[src/rtl/pftc_pkg.sv]
// Package for the priority flow table classifier.
// Holds the request and result structs, command and action codes, and the entry type.
// Has no dependencies.
package pftc_pkg;

  localparam logic [1:0] CMD_LOOKUP  = 2'd0;
  localparam logic [1:0] CMD_INSTALL = 2'd1;
  localparam logic [1:0] CMD_REMOVE  = 2'd2;

  localparam logic [1:0] ACT_FORWARD    = 2'd0;
  localparam logic [1:0] ACT_DROP       = 2'd1;
  localparam logic [1:0] ACT_CONTROLLER = 2'd2;
  localparam logic [1:0] ACT_MODIFY     = 2'd3;

  localparam logic [1:0] VERDICT_FORWARD    = 2'd0;
  localparam logic [1:0] VERDICT_DROP       = 2'd1;
  localparam logic [1:0] VERDICT_CONTROLLER = 2'd2;

  localparam logic [1:0] ST_OK     = 2'd0;
  localparam logic [1:0] ST_FULL   = 2'd1;
  localparam logic [1:0] ST_BADPOS = 2'd2;

  localparam logic [4:0] MASK_SRC_IP   = 5'h01;
  localparam logic [4:0] MASK_DST_IP   = 5'h02;
  localparam logic [4:0] MASK_SRC_PORT = 5'h04;
  localparam logic [4:0] MASK_DST_PORT = 5'h08;
  localparam logic [4:0] MASK_PROTO    = 5'h10;

  typedef struct packed {
    logic [1:0]  cmd;
    logic [31:0] src_ip;
    logic [31:0] dst_ip;
    logic [15:0] src_port;
    logic [15:0] dst_port;
    logic [7:0]  proto;
    logic [15:0] pkt_length;
    logic [4:0]  field_mask;
    logic [31:0] prio;
    logic [1:0]  act;
    logic [7:0]  egress;
    logic [5:0]  position;
  } req_t;

  typedef struct packed {
    logic [1:0]  status;
    logic        hit;
    logic [1:0]  verdict;
    logic [7:0]  out_port;
    logic [31:0] new_dst_ip;
    logic [5:0]  match_position;
    logic [63:0] pkt_total;
    logic [63:0] byte_total;
  } rsp_t;

  typedef struct packed {
    logic [31:0] src_ip;
    logic [31:0] dst_ip;
    logic [15:0] src_port;
    logic [15:0] dst_port;
    logic [7:0]  proto;
    logic [4:0]  mask;
    logic [31:0] prio;
    logic [1:0]  act;
    logic [7:0]  port;
    logic [63:0] pkts;
    logic [63:0] bytes;
  } entry_t;

  // Per-cycle command broadcast to every cell.
  typedef struct packed {
    logic        lookup;
    logic        install;
    logic        remove;
    logic [31:0] src_ip;
    logic [31:0] dst_ip;
    logic [15:0] src_port;
    logic [15:0] dst_port;
    logic [7:0]  proto;
    logic [15:0] pkt_length;
    logic [4:0]  field_mask;
    logic [31:0] prio;
    logic [1:0]  act;
    logic [7:0]  egress;
  } bcast_t;

endpackage

[src/rtl/pftc_select.sv]
// Priority tree, group results registered: finds the first set bit of a vector.
// Depends on pftc_pkg only for house conventions; no other modules.
module pftc_select #(
  parameter int N = 64
) (
  input  logic                 clk,
  input  logic [N-1:0]         vec_i,
  output logic                 any_o,
  output logic [$clog2(N+1)-1:0] idx_o
);
  import pftc_pkg::*;

  localparam int IW = $clog2(N + 1);
  localparam int G  = 8;
  localparam int NG = (N + G - 1) / G;

  logic [NG-1:0]  gany_r;
  logic [IW-1:0]  gidx_r [NG];

  for (genvar g = 0; g < NG; g++) begin : g_grp
    logic          a;
    logic [IW-1:0] ix;
    always_comb begin
      a  = 1'b0;
      ix = '0;
      for (int k = G - 1; k >= 0; k--) begin
        if ((g * G + k < N) && vec_i[(g * G + k) % N]) begin
          a  = 1'b1;
          ix = IW'(g * G + k);
        end
      end
    end
    always_ff @(posedge clk) begin
      gany_r[g] <= a;
      gidx_r[g] <= ix;
    end
  end

  always_comb begin
    any_o = 1'b0;
    idx_o = IW'(N);
    for (int g = NG - 1; g >= 0; g--) begin
      if (gany_r[g]) begin
        any_o = 1'b1;
        idx_o = gidx_r[g];
      end
    end
  end

endmodule

[config.mk]
export PLATFORM = sky130hd
export DESIGN_NAME = pftc_select
export DESIGN_NICKNAME = d
export VERILOG_FILES = /design/src/rtl/pftc_pkg.sv /design/src/rtl/pftc_select.sv
export SDC_FILE = /design/constraint.sdc
export NUM_CORES = 1
export LEC_CHECK = 0
export BUFFER_PORTS_ARGS = -buffer_cell sky130_fd_sc_hd__buf_2
export CAP_MARGIN = 30
export CORE_UTILIZATION = 51
export DETAILED_ROUTE_END_ITERATION = 6
export HOLD_SLACK_MARGIN = 0.08
export PLACE_DENSITY = 0.84
export SETUP_SLACK_MARGIN = 0.1
export SLEW_MARGIN = 40
export SYNTH_ARGS = -nofsm -noshare
export SYNTH_HDL_FRONTEND = slang
export SYNTH_SLANG_ARGS = --single-unit
[constraint.sdc]
create_clock -name clk -period 3.7 [get_ports clk]
set_clock_uncertainty 0.2 [all_clocks]
set_input_delay 0.925 -clock clk [delete_from_list [all_inputs] [get_ports clk]]
set_output_delay 0.925 -clock clk [all_outputs]
set_load 0.02 [all_outputs]
==> flow_summary.toml, run 1 <==
[timing]
slew_viol_final = 0
setup_viol = 0
period_share_pct = 85.23
fmax_mhz = 317.1
report.final.hold_viol_count = 0
setup_ws_ns = 0.5464
slew_headroom_pct = 62.10
rsz0062_at_grt = "false"
tightest_slew_ns = 0.5633
period_needed_ns = 3.154
setup_tns_ns = 0

[clock_tree]
clkTransAtPathRegs_ns = 0.11
cts_tree = "done"
ctsHoldBuffers = 0
cts_max_level = 2
clock_sinks = 39
post_cts_buffers = 0
cts_root_buf = "clkbuf_4"
clockBufferDepth = 2
post_cts_resized = 0
cts_buffers = 5

[floorplanning]
std_cell_rows = 20
die-area_um2 = 3653
fp.dieH_um = 60.44
initial_core_util_pct = 55.24
ios = 73
die_w_um = 60.44
core_um2 = 3153

[placed_design]
gp_congestion = 0.7974
io_buffers = 72
dp_hpwl_um = 2964
postPlaceCellArea_um2 = 2135
pre_cts_ws_ns = 0.9225

[cells_and_area]
final_cell_mix = "buf_2, dfxtp_1, nor3_1"
finish.utilization_pct = 70.44
num_antenna_cells = 0
fill_cells = 276
drive_gt1_share_pct = 29.15
nets = 359
postLayoutCellArea_um2 = 2221
final_common_cell = "buf_2"
syn2layout_area_growth_pct = 27.51

[outcome]
status = "complete, no violations"

[global_routing]
grt_max_degree = 13
grt_pass1_vias = 1476
antenna_found_initial = 0
grt_overflow = 0
grt_pass1_wl_um = 5844
grt_use_total_pct = 21.69

[power_and_ir_drop]
report.power.total_uw = 821.7
max-vdd-ir-drop_mv = 0.2116
power.density_nw_per_um2 = 370.0
p_leak_nw = 1.023

[setup_path]
crit_chain = "or2_4, or3_1, or4_4, inv_2, buf_2"
cp.required_ns = 2.57
cpLargestDelayFamily = "simple AND/OR/NAND/NOR gates"
cp.arrival_ns = 2.03
crit_type = "reg -> out"
path_max_fanout = 7
start_kind = "flop"
slowest_delay_ns = 0.49
critPathSlowestCell = "or4_4"
critPathCaptureType = "output port"
path_buf_inv = 2

[drt]
drt_iter0_markers = 57
wl_um = 3661
avgViaCountPerCell = 5.015
firstDrtPassIters = 5
drtAntennaViolNets = 0
drc = 0
routedWlPerCell_um = 10.80
num_vias = 1700

[logic_synthesis]
syn_nets = 284
yosysWarningCount = 0
synth_area_um2 = 1742
seq_area_frac_synth_pct = 44.83
ys_types = 26
avgSynthCellArea_um2 = 7.953
netlist_instances = 219
synth-seq-cells = 39

[min_path]
worstHoldPathType = "in -> reg"

[run]
cap_violations = 0
[flip-flops by register name (all words and copies together) (netlist names)]
register and cells:
gany_r 8, gidx_r 31
[report_power, final]
| part | switching [mW] | internal [mW] | total, mW |
|---|---|---|---|
| combinational | 0.0459 | 0.0470 | 0.0928 |
| sequential | 0.00545 | 0.434 | 0.439 |
| clock | 0.130 | 0.160 | 0.290 |
[cell families (layout without fill, tap and decap cells)]
group	after synthesis	count (layout)	share of synthesized area [%]
flops	39	39	44.83
simple gates	105	105	31.18
buf+inv	26	102	6.034
compound gates	49	49	17.96
[cell usage after synthesis, drive strengths merged]
cell,count,area (µm²)
nand2,23,86.33
dfxtp,39,780.8
o21ai,6,30.03
nor3,25,125.1
nand3,1,5.000
a221oi,6,52.55
clkbuf,3,11.26
nor2,14,52.55
nor4,17,106.4
o2111ai,1,8.760
nand2b,8,50.05
a22oi,1,7.510
nor4bb,1,10.01
or3,2,12.51
inv,22,82.58
or2,2,15.02
a2111oi,1,8.760
o21bai,8,60.06
nor2b,11,68.82
a221o,2,22.52
or4,1,11.26
o31ai,1,7.510
a21oi,23,115.1
buf,1,11.26
[through the flow]
stage | hold WS (ns) | cells
after CTS | 0.5489 | 339
after floorplan | 0.7941 | 219
final | 0.5537 | 339
after global placement | 0.9135 | 331
after global routing | 0.5489 | 339
after detailed placement | 0.9153 | 331
[per-layer routing]
layer  share of wire, %  vias to the layer above  GRT usage, %
met5                  0                        -             0
met4                2.0                        0         9.416
met3                5.4                        8         4.904
met2                 45                       46         35.48
met1                 47                      715         27.53
li1                   -                      931             -
[final timing paths]
kind | start | depth (start not counted) | slack, ns | to
hold / removal | vec_i[24] | 2 | 0.55 | gidx_r[0][21]
setup / recovery | gany_r[1] | 5 | 0.55 | idx_o[6]
[final cells by class]
cell class / instances / area (µm²) / share of cell area (%)
clock inverter: 2 / 35.03 / 1.577
inverter: 22 / 82.58 / 3.718
tap: 44 / 55.05 / 2.479
timing repair buffer: 72 / 360.3 / 16.23
sequential: 39 / 780.7 / 35.15
clock buffer: 6 / 51.30 / 2.310
multi-input combinational: 154 / 855.8 / 38.54
No activity file was read; power rests on OpenSTA's default activity.
==> run 2: changes to the inputs <==
==> constraint.sdc (replaced) <==
create_clock -name clk -period 3.7 [get_ports clk]
set_clock_uncertainty 0.2 [all_clocks]
set_input_delay 1.11 -clock clk [delete_from_list [all_inputs] [get_ports clk]]
set_output_delay 1.11 -clock clk [all_outputs]
set_load 0.02 [all_outputs]
==> run 2 against run 1 <==
Against the previous run:
- power up 0.32%
- fmax down 6.4%
- die area unchanged
- combinational power about the same
- sequential power about the same
- utilization unchanged
- clock power about the same
- global-route usage down 0.27 points
- hold slack better by 0.17 ns
- cell count unchanged
- flip-flop and latch count unchanged
==> flow_summary.toml, run 2 (synthesis results as in run 1) <==
[timing]
setup_viol = 0
period_share_pct = 91.05
setup_tns_ns = 0
report.final.hold_viol_count = 0
setup_ws_ns = 0.3312
rsz0062_at_grt = "false"
period_needed_ns = 3.369
slew_headroom_pct = 62.91
tightest_slew_ns = 0.5513
slew_viol_final = 0
fmax_mhz = 296.8

[setup_path]
crit_cells = 5
start_kind = "flop"
crit_end = "idx_o[6]"
cp.required_ns = 2.39
critPathSlowestCell = "or4_4"
cp.arrival_ns = 2.06
path_max_fanout = 7
slowest_delay_ns = 0.50
crit_chain = "or2_4, or3_1, or4_4, inv_2, buf_2"
crit_type = "reg -> out"
path_buf_inv = 2
cpLargestDelayFamily = "simple AND/OR/NAND/NOR gates"
critPathCaptureType = "output port"
crit_start = "gany_r[1]"

[clock_tree]
clock_sinks = 39
clockBufferDepth = 2
post_cts_resized = 0
cts_max_level = 2
cts_tree = "done"
post_cts_buffers = 0
ctsHoldBuffers = 0
cts_root_buf = "clkbuf_4"
clkTransAtPathRegs_ns = 0.12
cts_buffers = 5

[outcome]
status = "complete, no violations"

[drt]
drt_iter0_markers = 66
routedWlPerCell_um = 10.78
avgViaCountPerCell = 5.118
drtAntennaViolNets = 0
wl_um = 3656
num_vias = 1735
drc = 0
firstDrtPassIters = 4

[floorplanning]
std_cell_rows = 20
core_um2 = 3153
die_w_um = 60.44
initial_core_util_pct = 55.24
die-area_um2 = 3653
ios = 73
fp.dieH_um = 60.44

[global_routing]
antenna_found_initial = 0
grt_pass1_vias = 1431
grt_max_degree = 13
grt_overflow = 0
grt_use_total_pct = 21.42
grt_pass1_wl_um = 5727

[cells_and_area]
syn2layout_area_growth_pct = 27.51
largest-register = "gidx_r"
final_cell_mix = "buf_2, dfxtp_1, nor3_1"
nets = 359
largest_register_ff_count = 31
postLayoutCellArea_um2 = 2221
drive_gt1_share_pct = 29.15
num_antenna_cells = 0
instances_no_fill = 339
final_common_cell = "buf_2"
finish.utilization_pct = 70.44
top_regs = "gidx_r: 31 flops, gany_r: 8 flops"

[placed_design]
dp_cells = 331
dp_hpwl_um = 2948
postPlaceCellArea_um2 = 2135
pre_cts_ws_ns = 0.7351
io_buffers = 72
gp_congestion = 0.7975

[power_and_ir_drop]
power.density_nw_per_um2 = 371.2
max-vdd-ir-drop_mv = 0.2144
p_leak_nw = 1.023

[min_path]
worstHoldPathType = "in -> reg"

[run]
cap_violations = 0
## run 2: how the worst min path moves through the flow
| stage | from | to | depth (start not counted) |
|---|---|---|---|
| after global placement | vec_i[56] | gidx_r[1][21] | 2 |
| after detailed placement | vec_i[24] | gidx_r[0][21] | 2 |
| after global routing | vec_i[24] | gidx_r[0][21] | 2 |
| final | vec_i[24] | gidx_r[0][21] | 2 |
| after floorplan | vec_i[0] | gidx_r[0][0] | 1 |
| after CTS | vec_i[24] | gidx_r[0][21] | 2 |
## run 2: layout make-up
cell class,count,area [µm²]
inverter,22,82.58
timing repair buffer,72,360.3
multi-input combinational,154,855.8
clock inverter,2,35.03
tap,44,55.05
clock buffer,6,51.30
fill,290,932.1
sequential,39,780.7
## run 2: power breakdown
group	internal, mW	leakage, nW	switching (mW)	total (mW)
clock network	0.160	0.0482	0.133	0.293
logic	0.0470	0.654	0.0456	0.0926
registers	0.434	0.320	0.00553	0.439
## run 2: metrics by stage
stage | power, mW | hold slack (ns)
final | 0.8243 | 0.7247
after global routing | 0.8622 | 0.7218
after CTS | 0.8286 | 0.7249
after detailed placement | 0.5414 | 1.101
after global placement | 0.5390 | 1.099
after floorplan | 0.4841 | 0.9791
## run 2: metal layers
layer | GRT usage [%] | share of wire (%) | up-vias
li1 | - | - | 928
met1 | 27.53 | 47 | 745
met2 | 34.38 | 46 | 55
met3 | 5.330 | 5.8 | 7
met4 | 9.091 | 1.5 | 0
met5 | 0 | 0 | -
==> run 3: changes to the inputs <==
--- a/config.mk
+++ b/config.mk
@@ -9,6 +9,7 @@
 export CAP_MARGIN = 30
 export CORE_UTILIZATION = 51
 export DETAILED_ROUTE_END_ITERATION = 6
+export GPL_TIMING_DRIVEN = 0
 export HOLD_SLACK_MARGIN = 0.08
 export PLACE_DENSITY = 0.84
 export SETUP_SLACK_MARGIN = 0.1
==> constraint.sdc (replaced) <==
create_clock -name clk -period 3.7 [get_ports clk]
set_clock_uncertainty 0.2 [all_clocks]
set_input_delay 0.74 -clock clk [delete_from_list [all_inputs] [get_ports clk]]
set_output_delay 0.74 -clock clk [all_outputs]
set_load 0.1 [all_outputs]
==> run 3 against run 2 <==
Against the previous run:
- power fell by 0.43%
- utilization grew 0.95 points
- via count down 1.0%
- critical path type unchanged
- largest power group unchanged
==> flow_summary.toml, run 3 (synthesis results as in run 1) <==
[cells_and_area]
nets = 363
drive_gt1_share_pct = 29.77
finish.utilization_pct = 71.39
top_regs = "gidx_r: 31 flops, gany_r: 8 flops"
syn2layout_area_growth_pct = 29.24
largest-register = "gidx_r"
final_common_cell = "buf_2"
largest_register_ff_count = 31
num_antenna_cells = 0
final_cell_mix = "buf_2, dfxtp_1, nor3_1"

[global_routing]
grt_pass1_vias = 1498
antenna_found_initial = 0
grt_use_total_pct = 21.30
grt_overflow = 0
grt_max_degree = 14
grt_pass1_wl_um = 5844

[timing]
tightest_slew_ns = 0.5125
rsz0062_at_grt = "false"
slew_headroom_pct = 65.52
report.final.hold_viol_count = 0
whs_ns = 0.3660
setup_viol = 0
period_share_pct = 89.49
fmax_mhz = 302.0
period_needed_ns = 3.311
slew_viol_final = 0

[clock_tree]
cts_root_buf = "clkbuf_4"
post_cts_buffers = 0
cts_max_level = 2
cts_buffers = 5
cts_tree = "done"
clockBufferDepth = 2
post_cts_resized = 0
clock_sinks = 39
ctsHoldBuffers = 0
clkTransAtPathRegs_ns = 0.12

[drt]
met2_wirelength_um = 1587
drc = 0
routedWlPerCell_um = 10.39
top_layer = "met4"
wl_met1_um = 1766
firstDrtPassIters = 4
wl_um = 3563
num_vias = 1717
avgViaCountPerCell = 5.006
drt_iter0_markers = 34
drtAntennaViolNets = 0
wl_met3_um = 157

[floorplanning]
std_cell_rows = 20
die-area_um2 = 3653
core_um2 = 3153
ios = 73
initial_core_util_pct = 55.24
die_w_um = 60.44
fp.dieH_um = 60.44

[setup_path]
crit_type = "reg -> out"
critPathCaptureType = "output port"
path_max_fanout = 8
cp.required_ns = 2.76
cp.arrival_ns = 2.37
start_kind = "flop"

[placed_design]
dp_hpwl_um = 2921
gp_congestion = 0.8047
io_buffers = 72

[min_path]
holdPathEnd = "gidx_r[0][7]"
worstHoldPathType = "in -> reg"
hold_path_startpoint = "vec_i[8]"
whs_path_depth = 2

[outcome]
status = "complete, no violations"

[run]
cap_violations = 0

[power_and_ir_drop]
power.density_nw_per_um2 = 364.6
max-vdd-ir-drop_mv = 0.2194
p_leak_nw = 1.034
run 3: stage by stage:
step	setup TNS [ns]	power, mW	instances	instance area (µm²)	worst slack (ns)
3_3_place_gp	0	0.5486	335	2170	0.7790
5_1_grt	0	0.8563	343	2251	0.2914
3_5_place_dp	0	0.5517	335	2170	0.7704
4_1_cts	0	0.8245	343	2251	0.3781
2_1_floorplan	-0.07514	0.4948	219	1754	-0.07514
6_report	0	0.8208	343	2251	0.3889
run 3: critical path: stages, from the launching register on:
cell,delay [ns]
dfxtp_1,0.33
buf_6,0.13
or2_4,0.25
or3_1,0.36
or4_4,0.51
inv_2,0.05
buf_2,0.41
run 3: worst max-delay path by stage:
stage                   start        to  slack [ns]
floorplan           gany_r[0]  idx_o[5]       -0.08
finish              gany_r[0]  idx_o[6]        0.39
detailed placement  gany_r[0]  idx_o[6]        0.77
global route        gany_r[0]  idx_o[6]        0.29
CTS                 gany_r[0]  idx_o[6]        0.38
global placement    gany_r[0]  idx_o[6]        0.78
run 3: cell type report:
cell class	instances	area, µm²
Fill cell	294	902.1
Multi-Input combinational cell	154	868.3
Sequential cell	39	780.7
Timing Repair Buffer	72	360.3
Inverter	22	82.58
Tap cell	44	55.05
Clock inverter	3	43.79
Clock buffer	5	37.54
Buffer	4	22.52
run 3: report_power, final:
| group | internal, mW | switching [mW] |
|---|---|---|
| Combinational | 0.0471 | 0.0568 |
| Sequential | 0.434 | 0.00431 |
| Clock | 0.142 | 0.137 |
run 3: layer usage:
layer  global-route usage, %  up-vias
met2                   35.32       42
li1                        -      937
met5                       0        -
met3                   4.051        5
met4                   8.766        0
met1                   27.30      733
