<file path="config.mk">
export PLATFORM = sky130hd
export DESIGN_NAME = pftc_cell
export DESIGN_NICKNAME = d
export VERILOG_FILES = /design/src/rtl/pftc_pkg.sv /design/src/rtl/pftc_cell.sv
export SDC_FILE = /design/constraint.sdc
export NUM_CORES = 1
export LEC_CHECK = 0
export BUFFER_PORTS_ARGS = -buffer_cell sky130_fd_sc_hd__buf_2
export CAP_MARGIN = 10
export CORE_AREA = 4 4 395 397
export CTS_CLUSTER_DIAMETER = 100
export DETAILED_ROUTE_END_ITERATION = 10
export DIE_AREA = 0 0 399 401
export PLACE_DENSITY = 0.3
export REMOVE_ABC_BUFFERS = 1
export SLEW_MARGIN = 40
export SYNTH_ARGS = -nofsm -noshare
export SYNTH_HDL_FRONTEND = slang
export SYNTH_SLANG_ARGS = --single-unit
</file>
<file path="constraint.sdc">
create_clock -name clk -period 6.6 [get_ports clk]
set_clock_uncertainty 0.2 [all_clocks]
set_input_delay 0.99 -clock clk [delete_from_list [all_inputs] [get_ports clk]]
set_output_delay 0.99 -clock clk [all_outputs]
set_load 0.01 [all_outputs]
</file>
<file path="src/rtl/pftc_pkg.sv">
// Package for the priority flow table classifier.
// Holds the request and result structs, command and action codes, and the entry type.
// Has no dependencies.
package pftc_pkg;

  localparam logic [1:0] CMD_LOOKUP  = 2'd0;
  localparam logic [1:0] CMD_INSTALL = 2'd1;
  localparam logic [1:0] CMD_REMOVE  = 2'd2;

  localparam logic [1:0] ACT_FORWARD    = 2'd0;
  localparam logic [1:0] ACT_DROP       = 2'd1;
  localparam logic [1:0] ACT_CONTROLLER = 2'd2;
  localparam logic [1:0] ACT_MODIFY     = 2'd3;

  localparam logic [1:0] VERDICT_FORWARD    = 2'd0;
  localparam logic [1:0] VERDICT_DROP       = 2'd1;
  localparam logic [1:0] VERDICT_CONTROLLER = 2'd2;

  localparam logic [1:0] ST_OK     = 2'd0;
  localparam logic [1:0] ST_FULL   = 2'd1;
  localparam logic [1:0] ST_BADPOS = 2'd2;

  localparam logic [4:0] MASK_SRC_IP   = 5'h01;
  localparam logic [4:0] MASK_DST_IP   = 5'h02;
  localparam logic [4:0] MASK_SRC_PORT = 5'h04;
  localparam logic [4:0] MASK_DST_PORT = 5'h08;
  localparam logic [4:0] MASK_PROTO    = 5'h10;

  typedef struct packed {
    logic [1:0]  cmd;
    logic [31:0] src_ip;
    logic [31:0] dst_ip;
    logic [15:0] src_port;
    logic [15:0] dst_port;
    logic [7:0]  proto;
    logic [15:0] pkt_length;
    logic [4:0]  field_mask;
    logic [31:0] prio;
    logic [1:0]  act;
    logic [7:0]  egress;
    logic [5:0]  position;
  } req_t;

  typedef struct packed {
    logic [1:0]  status;
    logic        hit;
    logic [1:0]  verdict;
    logic [7:0]  out_port;
    logic [31:0] new_dst_ip;
    logic [5:0]  match_position;
    logic [63:0] pkt_total;
    logic [63:0] byte_total;
  } rsp_t;

  typedef struct packed {
    logic [31:0] src_ip;
    logic [31:0] dst_ip;
    logic [15:0] src_port;
    logic [15:0] dst_port;
    logic [7:0]  proto;
    logic [4:0]  mask;
    logic [31:0] prio;
    logic [1:0]  act;
    logic [7:0]  port;
    logic [63:0] pkts;
    logic [63:0] bytes;
  } entry_t;

  // Per-cycle command broadcast to every cell.
  typedef struct packed {
    logic        lookup;
    logic        install;
    logic        remove;
    logic [31:0] src_ip;
    logic [31:0] dst_ip;
    logic [15:0] src_port;
    logic [15:0] dst_port;
    logic [7:0]  proto;
    logic [15:0] pkt_length;
    logic [4:0]  field_mask;
    logic [31:0] prio;
    logic [1:0]  act;
    logic [7:0]  egress;
  } bcast_t;

endpackage

</file>
<file path="src/rtl/pftc_cell.sv">
// One flow table slot: holds, loads and compares an entry, counts its hits, and shifts with its neighbors.
// Depends on pftc_pkg.
module pftc_cell (
  input  logic              clk,
  input  logic              valid_i,
  input  logic              shift_down_i,
  input  logic              shift_up_i,
  input  logic              load_i,
  input  logic              bump_i,
  input  pftc_pkg::bcast_t  bc_i,
  input  pftc_pkg::entry_t  prev_i,
  input  pftc_pkg::entry_t  next_i,
  output pftc_pkg::entry_t  entry_o,
  output logic              match_o,
  output logic              prio_gt_o
);
  import pftc_pkg::*;

  entry_t e_r;
  entry_t e_nxt;

  always_comb begin
    e_nxt = e_r;
    if (load_i) begin
      e_nxt.src_ip   = bc_i.src_ip;
      e_nxt.dst_ip   = bc_i.dst_ip;
      e_nxt.src_port = bc_i.src_port;
      e_nxt.dst_port = bc_i.dst_port;
      e_nxt.proto    = bc_i.proto;
      e_nxt.mask     = bc_i.field_mask;
      e_nxt.prio     = bc_i.prio;
      e_nxt.act      = bc_i.act;
      e_nxt.port     = bc_i.egress;
      e_nxt.pkts     = 64'd0;
      e_nxt.bytes    = 64'd0;
    end else if (shift_down_i) begin
      e_nxt = prev_i;
    end else if (shift_up_i) begin
      e_nxt = next_i;
    end else if (bump_i) begin
      e_nxt.pkts  = e_r.pkts + 64'd1;
      e_nxt.bytes = e_r.bytes + {48'd0, bc_i.pkt_length};
    end
  end

  always_ff @(posedge clk) begin
    e_r <= e_nxt;
  end

  assign entry_o   = e_r;
  assign prio_gt_o = valid_i && (e_r.prio > bc_i.prio);
  assign match_o   = valid_i
      && (!(|(e_r.mask & MASK_SRC_IP))   || (e_r.src_ip   == bc_i.src_ip))
      && (!(|(e_r.mask & MASK_DST_IP))   || (e_r.dst_ip   == bc_i.dst_ip))
      && (!(|(e_r.mask & MASK_SRC_PORT)) || (e_r.src_port == bc_i.src_port))
      && (!(|(e_r.mask & MASK_DST_PORT)) || (e_r.dst_port == bc_i.dst_port))
      && (!(|(e_r.mask & MASK_PROTO))    || (e_r.proto    == bc_i.proto));

endmodule

</file>
==> flow_metrics.env, run 1 <==
export IMPL_status="finished clean"
export IMPL_synthTopCellsByCount="nand2_1, o21ai_0, mux2i_1"
export IMPL_synth_main_ff_cell="edfxtp_1"
export IMPL_synth_top_family_by_area="compound AO/OA/AOI/OAI gates"
export IMPL_die_area_mm2=0.160
export IMPL_reg2reg_to="entry_o[123]"
export IMPL_cts_buffer_depth=3
export IMPL_p_seq_share_pct=36.4
export IMPL_routed_wl_mm=141
export IMPL_nets=4034
export IMPL_maxCapViolations=0
export IMPL_p_per_area_mw_per_mm2=212
export IMPL_final_area_mm2=0.0285
export IMPL_n_fill_cell=17300
export IMPL_start_util_pct=12.9
export IMPL_path_depth=7
export IMPL_syn_avg_cell_area_um2=8.47
export IMPL_synth_simple_area_share_pct=18.9
export IMPL_cp_data_arrival_time_ns=2.92
export IMPL_viasPerCell=4.17
export IMPL_coreArea_mm2=0.152
export IMPL_post_route_min_period_ns=4.11
export IMPL_pre_cts_ws_ns=2.27
export IMPL_startpoint_type="input port"
export IMPL_timing_slew_headroom_pct=37.0
export IMPL_crit_type="in -> out"
export IMPL_drtAntennaViolNets=0
export IMPL_synth_top_area_share_pct=23.2
export IMPL_die_w_um=399
export IMPL_clock_latency_ns=0.61
export IMPL_largest_reg_flops=279
export IMPL_crit_start="bc_i[104]"
export IMPL_worst_slack_ns=2.49
export IMPL_grt_first_pass_wirelength_mm=190
export IMPL_max_stage_delay_ns=0.66
export IMPL_synth_largest_area_cell="edfxtp_1"
export IMPL_post_route_period_util_pct=62.2
export IMPL_drcViolationCount=0
export IMPL_setup_viol=0
export IMPL_rrSetupSlack_ns=2.83
export IMPL_cts_root_buf="clkbuf_16"
export IMPL_hold_class="reg -> reg"
export IMPL_via_count=22200
export IMPL_yosysWarnings=0
export IMPL_cts_tree="built"
export IMPL_instances_no_fill=5328
export IMPL_die_h_um=401
export IMPL_syn_area_mm2=0.0195
export IMPL_port_buffers=1011
export IMPL_antenna_found_initial=75
export IMPL_synth_cell_type_count=88
export IMPL_crit_required_ns=5.41
export IMPL_p_sw_share_pct=34.3
export IMPL_cp_slowest_cell="nor4_1"
export IMPL_rows=143
export IMPL_ir_drop_mv=0.148
export IMPL_yosys_cell_count_top_type="nand2_1"
export IMPL_ys_ff_latch=279
export IMPL_dp_hpwl_mm=116
export IMPL_yosys_top_cells_area="edfxtp_1, dfxtp_1, mux2i_1, o21ai_0, nand2_1"
export IMPL_dpl_cell_count=5233
export IMPL_io_pins=1015
export IMPL_crit_path_frequent_cell="buf_2"
export IMPL_placed_cell_area_mm2=0.0270
export IMPL_cts_hold_buf=0
export IMPL_ys_seq_area_share_pct=36.3
export IMPL_synth_edff_count=151
export IMPL_ff2ff_path_depth=7
export IMPL_crit_path_end="match_o"
export IMPL_fmax_mhz=244
export IMPL_power_leakage_nw=12.4
export IMPL_synthCells=2306
export IMPL_cts_sinks=279
export IMPL_share_comb_of_total_power_pct=25.3
export IMPL_synth_compound_area_share_pct=21.6
export IMPL_clk_pin_slew_ns=0.06
export IMPL_worstPathMaxFanout=2
export IMPL_crit_chain="buf_2, xor2_1, nor4_1, nand4_1, o21ai_2, and3_1, buf_2"
export IMPL_p_sw_w=0.00207
export IMPL_cp_top_family="simple AND/OR/NAND/NOR gates"
export IMPL_dr_first_iter_drc_count=1265
export IMPL_async_reset_ff_share_pct=0
export IMPL_hold_viol=0
export IMPL_grtUsageTotal_pct=16.7
export IMPL_grt_max_degree=156
export IMPL_post_cts_buffers=0
export IMPL_clock_power_share_pct=38.3
export IMPL_path_buf_inv=2
export IMPL_worstMarginPinSlew_ns=0.919
export IMPL_cts_htree_levels=2
export IMPL_grt_pass1_vias=22800
export IMPL_synth_mux_area_share_pct=8.73
export IMPL_grt_overflow_total=0
export IMPL_fin_tns_setup_ns=0
export IMPL_synth_xor_xnor_area_share_pct=6.54
export IMPL_wl_per_cell_um=26.5
export IMPL_cts_resized=0
export IMPL_end_kind="output port"
export IMPL_place_congestion=0.832
export IMPL_p_int_w=0.00397
export IMPL_numCtsBuffers=44
export IMPL_dr_pass1_iters=5
export IMPL_slew_viol_final=0
export IMPL_drive_above_1_share_pct=35.4
export IMPL_syn_to_final_growth_pct=45.6
export IMPL_rsz0062_at_grt="false"
export IMPL_timing_rr_start="entry_o[74]"
export IMPL_synth_fa_ha_area_share_pct=3.24
worst min-delay path by stage:
stage	from	endpoint	depth (start not counted)
CTS	entry_o[59]	entry_o[59]	2
global route	entry_o[4]	entry_o[4]	2
floorplan	entry_o[52]	entry_o[52]	2
finish	entry_o[59]	entry_o[59]	2
global placement	entry_o[59]	entry_o[59]	2
detailed placement	entry_o[59]	entry_o[59]	2
cell type report:
| class | instances | area, µm² | area share, % |
|---|---|---|---|
| diodes | 20 | 50.0 | 0.176 |
| flip-flops and latches | 279 | 7100 | 24.9 |
| repair buffers | 1061 | 5540 | 19.5 |
| inverters | 58 | 226 | 0.796 |
| multi-input cells | 1806 | 11700 | 41.0 |
| well taps | 2030 | 2540 | 8.93 |
| clock buffers | 63 | 1220 | 4.30 |
| clock inverters | 11 | 113 | 0.396 |
worst min-delay path: stages, from the launching register on:
cell     delay, ns
dfxtp_1       0.32
inv_1         0.05
a31oi_1       0.07
per-layer routing:
metal	track usage, %	wire, µm	part of all wire (%)	vias up
li1	-	-	-	10600
met1	18.4	54000	38	10600
met2	30.7	71300	50	847
met3	6.33	13300	9.4	185
met4	2.77	2570	1.8	46
met5	0	305	0.22	-
through the flow:
stage / utilization [%] / hold WS (ns) / power (W)
floorplan: - / 0.277 / 0.00280
global placement: 17.8 / 0.264 / 0.00379
detailed placement: 17.8 / 0.264 / 0.00380
CTS: 18.7 / 0.275 / 0.00619
global route: 18.7 / 0.315 / 0.00637
finish: 18.7 / 0.278 / 0.00604
cells by family after synthesis:
logic type | Yosys count
AOI/OAI and AO/OA | 673
xor gates and xnor gates | 146
adders and majority gates | 50
buffers and inverters | 221
DFF | 279
muxes | 170
and+or+nand+nor | 767
placed cells by master, fill, tap and decap left out, types with 55 or more instances in the layout:
cell and n:
xor2_1 113, o21ai_0 242, mux2i_1 164, a21oi_1 136
nand4_1 56, inv_1 55, dfxtp_1 128, nand2_1 312
nand3_1 66, nor2_1 114, buf_2 1008, edfxtp_1 151
power by group through the flow:
stage	registers (W)	logic [W]	clock network [W]
finish	0.00220	0.00153	0.00231
global route	0.00222	0.00168	0.00247
CTS	0.00220	0.00157	0.00242
detailed placement	0.00224	0.00156	0
global placement	0.00223	0.00156	0
floorplan	0.00227	0.000531	0
No activity file was read; power rests on OpenSTA's default activity.
==> run 2: changes to the inputs <==
- ABC_AREA: unset -> 1
- CORE_AREA: 4 4 395 397 -> 4 4 398 400
- DIE_AREA: 0 0 399 401 -> 0 0 402 404
- clock period: 6.6 -> 4.2 ns (I/O delays scaled with it)
==> flow_metrics.env, run 2 <==
export IMPL_yosys_top_cells_area="edfxtp_1, nand2_1, a21oi_1, dfxtp_1, nor2_1"
export IMPL_crit_path_frequent_cell="buf_4"
export IMPL_clock_latency_ns=0.61
export IMPL_fmax_mhz=274
export IMPL_cts_buffer_depth=3
export IMPL_slew_viol_final=0
export IMPL_ff2ff_path_depth=11
export IMPL_hold_end="entry_o[1]"
export IMPL_nets=5012
export IMPL_ir_drop_mv=0.238
export IMPL_syn_area_mm2=0.0214
export IMPL_crit_chain="xnor2_1, buf_4, nand4_1, buf_4, o31ai_1, nand3_1, nor2_1, buf_2"
export IMPL_power_leakage_nw=13.7
export IMPL_cts_tree="built"
export IMPL_cts_htree_levels=2
export IMPL_numCtsBuffers=47
export IMPL_crit_type="reg -> out"
export IMPL_cp_slowest_cell="xnor2_1"
export IMPL_status="finished clean"
export IMPL_reg2reg_to="entry_o[118]"
export IMPL_largest_reg_flops=279
export IMPL_holdPathStages=3
export IMPL_p_sw_share_pct=35.1
export IMPL_grt_max_degree=107
export IMPL_dr_first_iter_drc_count=1609
export IMPL_path_buf_inv=3
export IMPL_antenna_found_initial=97
export IMPL_syn_avg_cell_area_um2=6.50
export IMPL_drtAntennaViolNets=0
export IMPL_yosys_cell_count_top_type="nand2_1"
export IMPL_synth_cell_type_count=50
export IMPL_drive_above_1_share_pct=27.7
export IMPL_port_buffers=1011
export IMPL_setup_viol=0
export IMPL_p_int_w=0.00648
export IMPL_wl_per_cell_um=24.3
export IMPL_synthCells=3293
export IMPL_async_reset_ff_share_pct=0
export IMPL_dp_hpwl_mm=126
export IMPL_ys_ff_latch=279
export IMPL_holdWs_ns=0.0975
export IMPL_final_cell_mix="buf_2, nand2_1, a21oi_1, nor2_1, inv_1"
export IMPL_coreArea_mm2=0.155
export IMPL_synth_edff_count=151
export IMPL_timing_slew_headroom_pct=45.7
export IMPL_clk_pin_slew_ns=0.06
export IMPL_p_per_area_mw_per_mm2=328
export IMPL_die_w_um=402
export IMPL_syn_to_final_growth_pct=42.1
export IMPL_post_cts_buffers=0
export IMPL_clock_power_share_pct=39.7
export IMPL_synth_largest_area_cell="edfxtp_1"
export IMPL_synthTopCellsByCount="nand2_1, a21oi_1, nor2_1"
export IMPL_synth_main_ff_cell="edfxtp_1"
export IMPL_die_h_um=404
export IMPL_yosysWarnings=0
export IMPL_ys_seq_area_share_pct=33.1
export IMPL_start_util_pct=13.8
export IMPL_rows=145
export IMPL_grt_first_pass_wirelength_mm=211
export IMPL_viasPerCell=4.20
export IMPL_mostFrequentLayoutCell="buf_2"
export IMPL_maxCapViolations=0
export IMPL_grt_overflow_total=0
export IMPL_grt_pass1_vias=26500
export IMPL_min_from="prev_i[1]"
export IMPL_io_pins=1015
export IMPL_cts_root_buf="clkbuf_16"
export IMPL_cp_top_family="buffers and inverters"
export IMPL_via_count=26700
export IMPL_cts_hold_buf=0
export IMPL_timing_rr_start="entry_o[65]"
export IMPL_dr_pass1_iters=7
export IMPL_cp_data_arrival_time_ns=2.82
export IMPL_worstPathMaxFanout=2
export IMPL_share_comb_of_total_power_pct=25.2
export IMPL_final_util_pct=19.6
export IMPL_p_sw_w=0.00351
export IMPL_die_area_mm2=0.162
export IMPL_p_seq_share_pct=35.1
export IMPL_hold_class="in -> reg"
export IMPL_worstMarginPinSlew_ns=0.807
export IMPL_end_kind="output port"
export IMPL_post_route_period_util_pct=87.0
export IMPL_hold_viol=0
export IMPL_place_congestion=0.860
export IMPL_cts_resized=0
export IMPL_routed_wl_mm=154
export IMPL_synth_top_area_share_pct=21.2
export IMPL_rsz0062_at_grt="false"
export IMPL_post_route_min_period_ns=3.65
export IMPL_rrSetupSlack_ns=1.22
export IMPL_max_stage_delay_ns=0.47
export IMPL_crit_required_ns=3.37
export IMPL_cts_sinks=279
export IMPL_startpoint_type="flop"
export IMPL_grtUsageTotal_pct=18.1
export IMPL_drcViolationCount=0
## run 2: cell families (layout without fill, tap and decap cells)
kind of cell	Yosys count	count (layout)	share of synthesized area, %
AOI/OAI and AO/OA	723	723	18.2
xor gates and xnor gates	117	117	4.79
adders and majority gates	50	50	2.96
buffers and inverters	422	1394	7.80
DFF	279	279	33.1
other	0	26	0
and+or+nand+nor	1702	1702	33.1
## run 2: metal layers
metal	up-vias	global-route usage (%)	share of wire (%)
met5	-	0	0.17
met4	36	3.62	2.2
met3	221	4.78	6.7
met2	900	31.7	49
met1	12600	22.2	42
li1	12900	-	-
## run 2: worst max path at each step
stage,from,endpoint,slack [ns],depth (start not counted)
after floorplan,shift_down_i,entry_o[128],-7.91,2
after global placement,bc_i[142],match_o,0.67,9
after detailed placement,bc_i[142],match_o,0.66,9
after CTS,entry_o[254],match_o,0.29,8
after global routing,entry_o[254],match_o,0.31,8
final,entry_o[179],match_o,0.55,8
## run 2: layout make-up
class | instances | area, µm²
flip-flops and latches | 279 | 7100
diodes | 26 | 65.1
multi-input cells | 2592 | 12700
clock buffers | 64 | 1290
clock inverters | 22 | 208
repair buffers | 1050 | 5540
fillers | 18300 | 125000
well taps | 2058 | 2570
inverters | 258 | 983
## run 2: power by group through the flow
stage / sequential (W) / clock, W / combinational, W
floorplan: 0.00360 / 0 / 0.00102
global placement: 0.00356 / 0 / 0.00257
detailed placement: 0.00357 / 0 / 0.00256
CTS: 0.00351 / 0.00415 / 0.00258
global route: 0.00355 / 0.00423 / 0.00278
finish: 0.00351 / 0.00397 / 0.00252
## run 2: tightest hold or removal path: cells and delay by family
kind,cells,cell delay (ns)
AO/OA/AOI/OAI,2,0.17
buffers and inverters,1,0.07
## run 2: through the flow
| step | setup slack (ns) | area (µm²) | total power, W | instances | TNS, ns |
|---|---|---|---|---|---|
| after floorplan | -7.91 | 20700 | 0.00461 | 3129 | -1767.79 |
| after global placement | 0.668 | 28800 | 0.00613 | 6236 | 0 |
| after detailed placement | 0.655 | 28900 | 0.00613 | 6237 | 0 |
| after CTS | 0.291 | 30400 | 0.0102 | 6323 | 0 |
| after global routing | 0.311 | 30400 | 0.0106 | 6330 | 0 |
| final | 0.547 | 30400 | 0.00999 | 6349 | 0 |
==> run 3: changes to the inputs <==
- PLACE_DENSITY: 0.3 -> unset
==> flow_metrics.env, run 3 (synthesis gave the netlist of run 2 again) <==
export IMPL_end_kind="output port"
export IMPL_rsz0062_at_grt="false"
export IMPL_largest_reg_flops=279
export IMPL_hold_class="in -> reg"
export IMPL_die_w_um=402
export IMPL_coreArea_mm2=0.155
export IMPL_grtUsageTotal_pct=17.8
export IMPL_drcViolationCount=0
export IMPL_maxCapViolations=0
export IMPL_worstPathMaxFanout=3
export IMPL_syn_to_final_growth_pct=41.6
export IMPL_startpoint_type="flop"
export IMPL_dr_first_iter_drc_count=2514
export IMPL_via_count=27900
export IMPL_post_cts_buffers=0
export IMPL_dpl_cell_count=6239
export IMPL_wl_per_cell_um=24.2
export IMPL_crit_required_ns=3.37
export IMPL_nets=5010
export IMPL_hold_viol=0
export IMPL_grt_first_pass_wirelength_mm=207
export IMPL_worstMarginPinSlew_ns=0.808
export IMPL_cts_sinks=279
export IMPL_clk_pin_slew_ns=0.06
export IMPL_cts_buffer_depth=3
export IMPL_p_per_area_mw_per_mm2=323
export IMPL_viasPerCell=4.39
export IMPL_start_util_pct=13.8
export IMPL_placed_cell_area_mm2=0.0288
export IMPL_cts_root_buf="clkbuf_16"
export IMPL_dp_hpwl_mm=129
export IMPL_timing_slew_headroom_pct=46.1
export IMPL_cp_slowest_cell="nor4_1"
export IMPL_reg2reg_to="entry_o[118]"
export IMPL_path_depth=7
export IMPL_instances_no_fill=6355
export IMPL_power_leakage_nw=13.6
export IMPL_ir_drop_mv=0.233
export IMPL_die_area_mm2=0.162
export IMPL_status="finished clean"
export IMPL_cts_hold_buf=0
export IMPL_grt_max_degree=112
export IMPL_final_seq_area_mm2=0.00710
export IMPL_io_pins=1015
export IMPL_crit_chain="ha_1, nand4_1, nor4_1, nand4_1, nor4_1, nor2_1, buf_2"
export IMPL_n_fill_cell=18000
export IMPL_final_cell_mix="buf_2, nand2_1, a21oi_1, nor2_1, inv_1"
export IMPL_drive_above_1_share_pct=27.7
export IMPL_slew_viol_final=0
export IMPL_clock_latency_ns=0.61
export IMPL_grt_pass1_vias=26400
export IMPL_holdWs_ns=0.119
export IMPL_grt_overflow_total=0
export IMPL_timing_rr_start="entry_o[64]"
export IMPL_cts_tree="built"
export IMPL_rrSetupSlack_ns=1.18
export IMPL_routed_wl_mm=154
export IMPL_crit_type="reg -> out"
export IMPL_setup_viol=0
export IMPL_path_buf_inv=1
export IMPL_post_route_min_period_ns=3.78
export IMPL_cp_top_family="simple AND/OR/NAND/NOR gates"
export IMPL_mostFrequentLayoutCell="buf_2"
export IMPL_post_route_period_util_pct=90.0
export IMPL_ff2ff_path_depth=11
export IMPL_max_stage_delay_ns=0.44
export IMPL_fmax_mhz=264
export IMPL_port_buffers=1011
export IMPL_cts_htree_levels=2
export IMPL_fin_tns_setup_ns=0
export IMPL_crit_path_end="prio_gt_o"
export IMPL_numCtsBuffers=43
export IMPL_antenna_found_initial=66
export IMPL_rows=145
export IMPL_die_h_um=404
export IMPL_drtAntennaViolNets=0
export IMPL_cts_resized=0
export IMPL_dr_pass1_iters=5
export IMPL_multi_input_area_mm2=0.0127
export IMPL_final_area_mm2=0.0303
export IMPL_place_congestion=1.01
export IMPL_cp_data_arrival_time_ns=2.95
export IMPL_crit_start="entry_o[169]"
==> run 3: cell types whose count changed in the layout (fill, tap and decap cells not counted), sizes merged <==
cell	change
diode	+15
clkbuf	-13
clkinvlp	+4
buf	+2
clkinv	-1
inv	-1
==> run 3: worst register-to-register path: cells and delay by family (launching register included) <==
kind                       cells  cell delay (ns)
AOI/OAI and AO/OA              2             0.21
adders and majority gates      1             0.29
buffers and inverters          1             0.10
DFF                            1             0.50
and+or+nand+nor                7             1.61
==> run 3: per-layer routing <==
metal  vias up  track usage, %  share of wire [%]  wire, µm
li1      12900               -                  -         -
met1     13300            22.4                 41     63100
met2      1427            29.0                 46     70100
met3       271            4.48                8.6     13300
met4        18            7.71                4.8      7370
met5         -               0              0.080       123
==> run 3: worst min path at each step <==
stage	slack (ns)	depth (start not counted)	to	startpoint
finish	0.12	3	entry_o[1]	prev_i[1]
global route	0.09	3	entry_o[99]	prev_i[99]
CTS	0.05	3	entry_o[65]	prev_i[65]
detailed placement	0.28	2	entry_o[5]	entry_o[5]
global placement	0.28	2	entry_o[5]	entry_o[5]
floorplan	0.30	2	entry_o[10]	entry_o[10]
==> run 3: metrics by stage <==
stage | utilization [%] | worst slack (ns) | power, W
3_5_place_dp | 18.6 | 0.753 | 0.00616
2_1_floorplan | - | -7.91 | 0.00461
5_1_grt | 19.5 | 0.235 | 0.0102
6_report | 19.5 | 0.419 | 0.00979
3_3_place_gp | 18.6 | 0.819 | 0.00614
4_1_cts | 19.5 | 0.394 | 0.00993
==> run 3: cell type report <==
cell class / instances / area share [%]
clock buffers: 51 / 3.75
multi-input cells: 2592 / 41.8
inverters: 258 / 3.24
clock inverters: 24 / 0.772
well taps: 2058 / 8.50
flip-flops and latches: 279 / 23.4
diodes: 41 / 0.338
repair buffers: 1052 / 18.2
==> run 3: report_power, final <==
| part | internal, W | switching [W] | total [W] |
|---|---|---|---|
| registers | 0.00319 | 0.000350 | 0.00354 |
| clock network | 0.00212 | 0.00156 | 0.00368 |
| logic | 0.000958 | 0.00162 | 0.00257 |
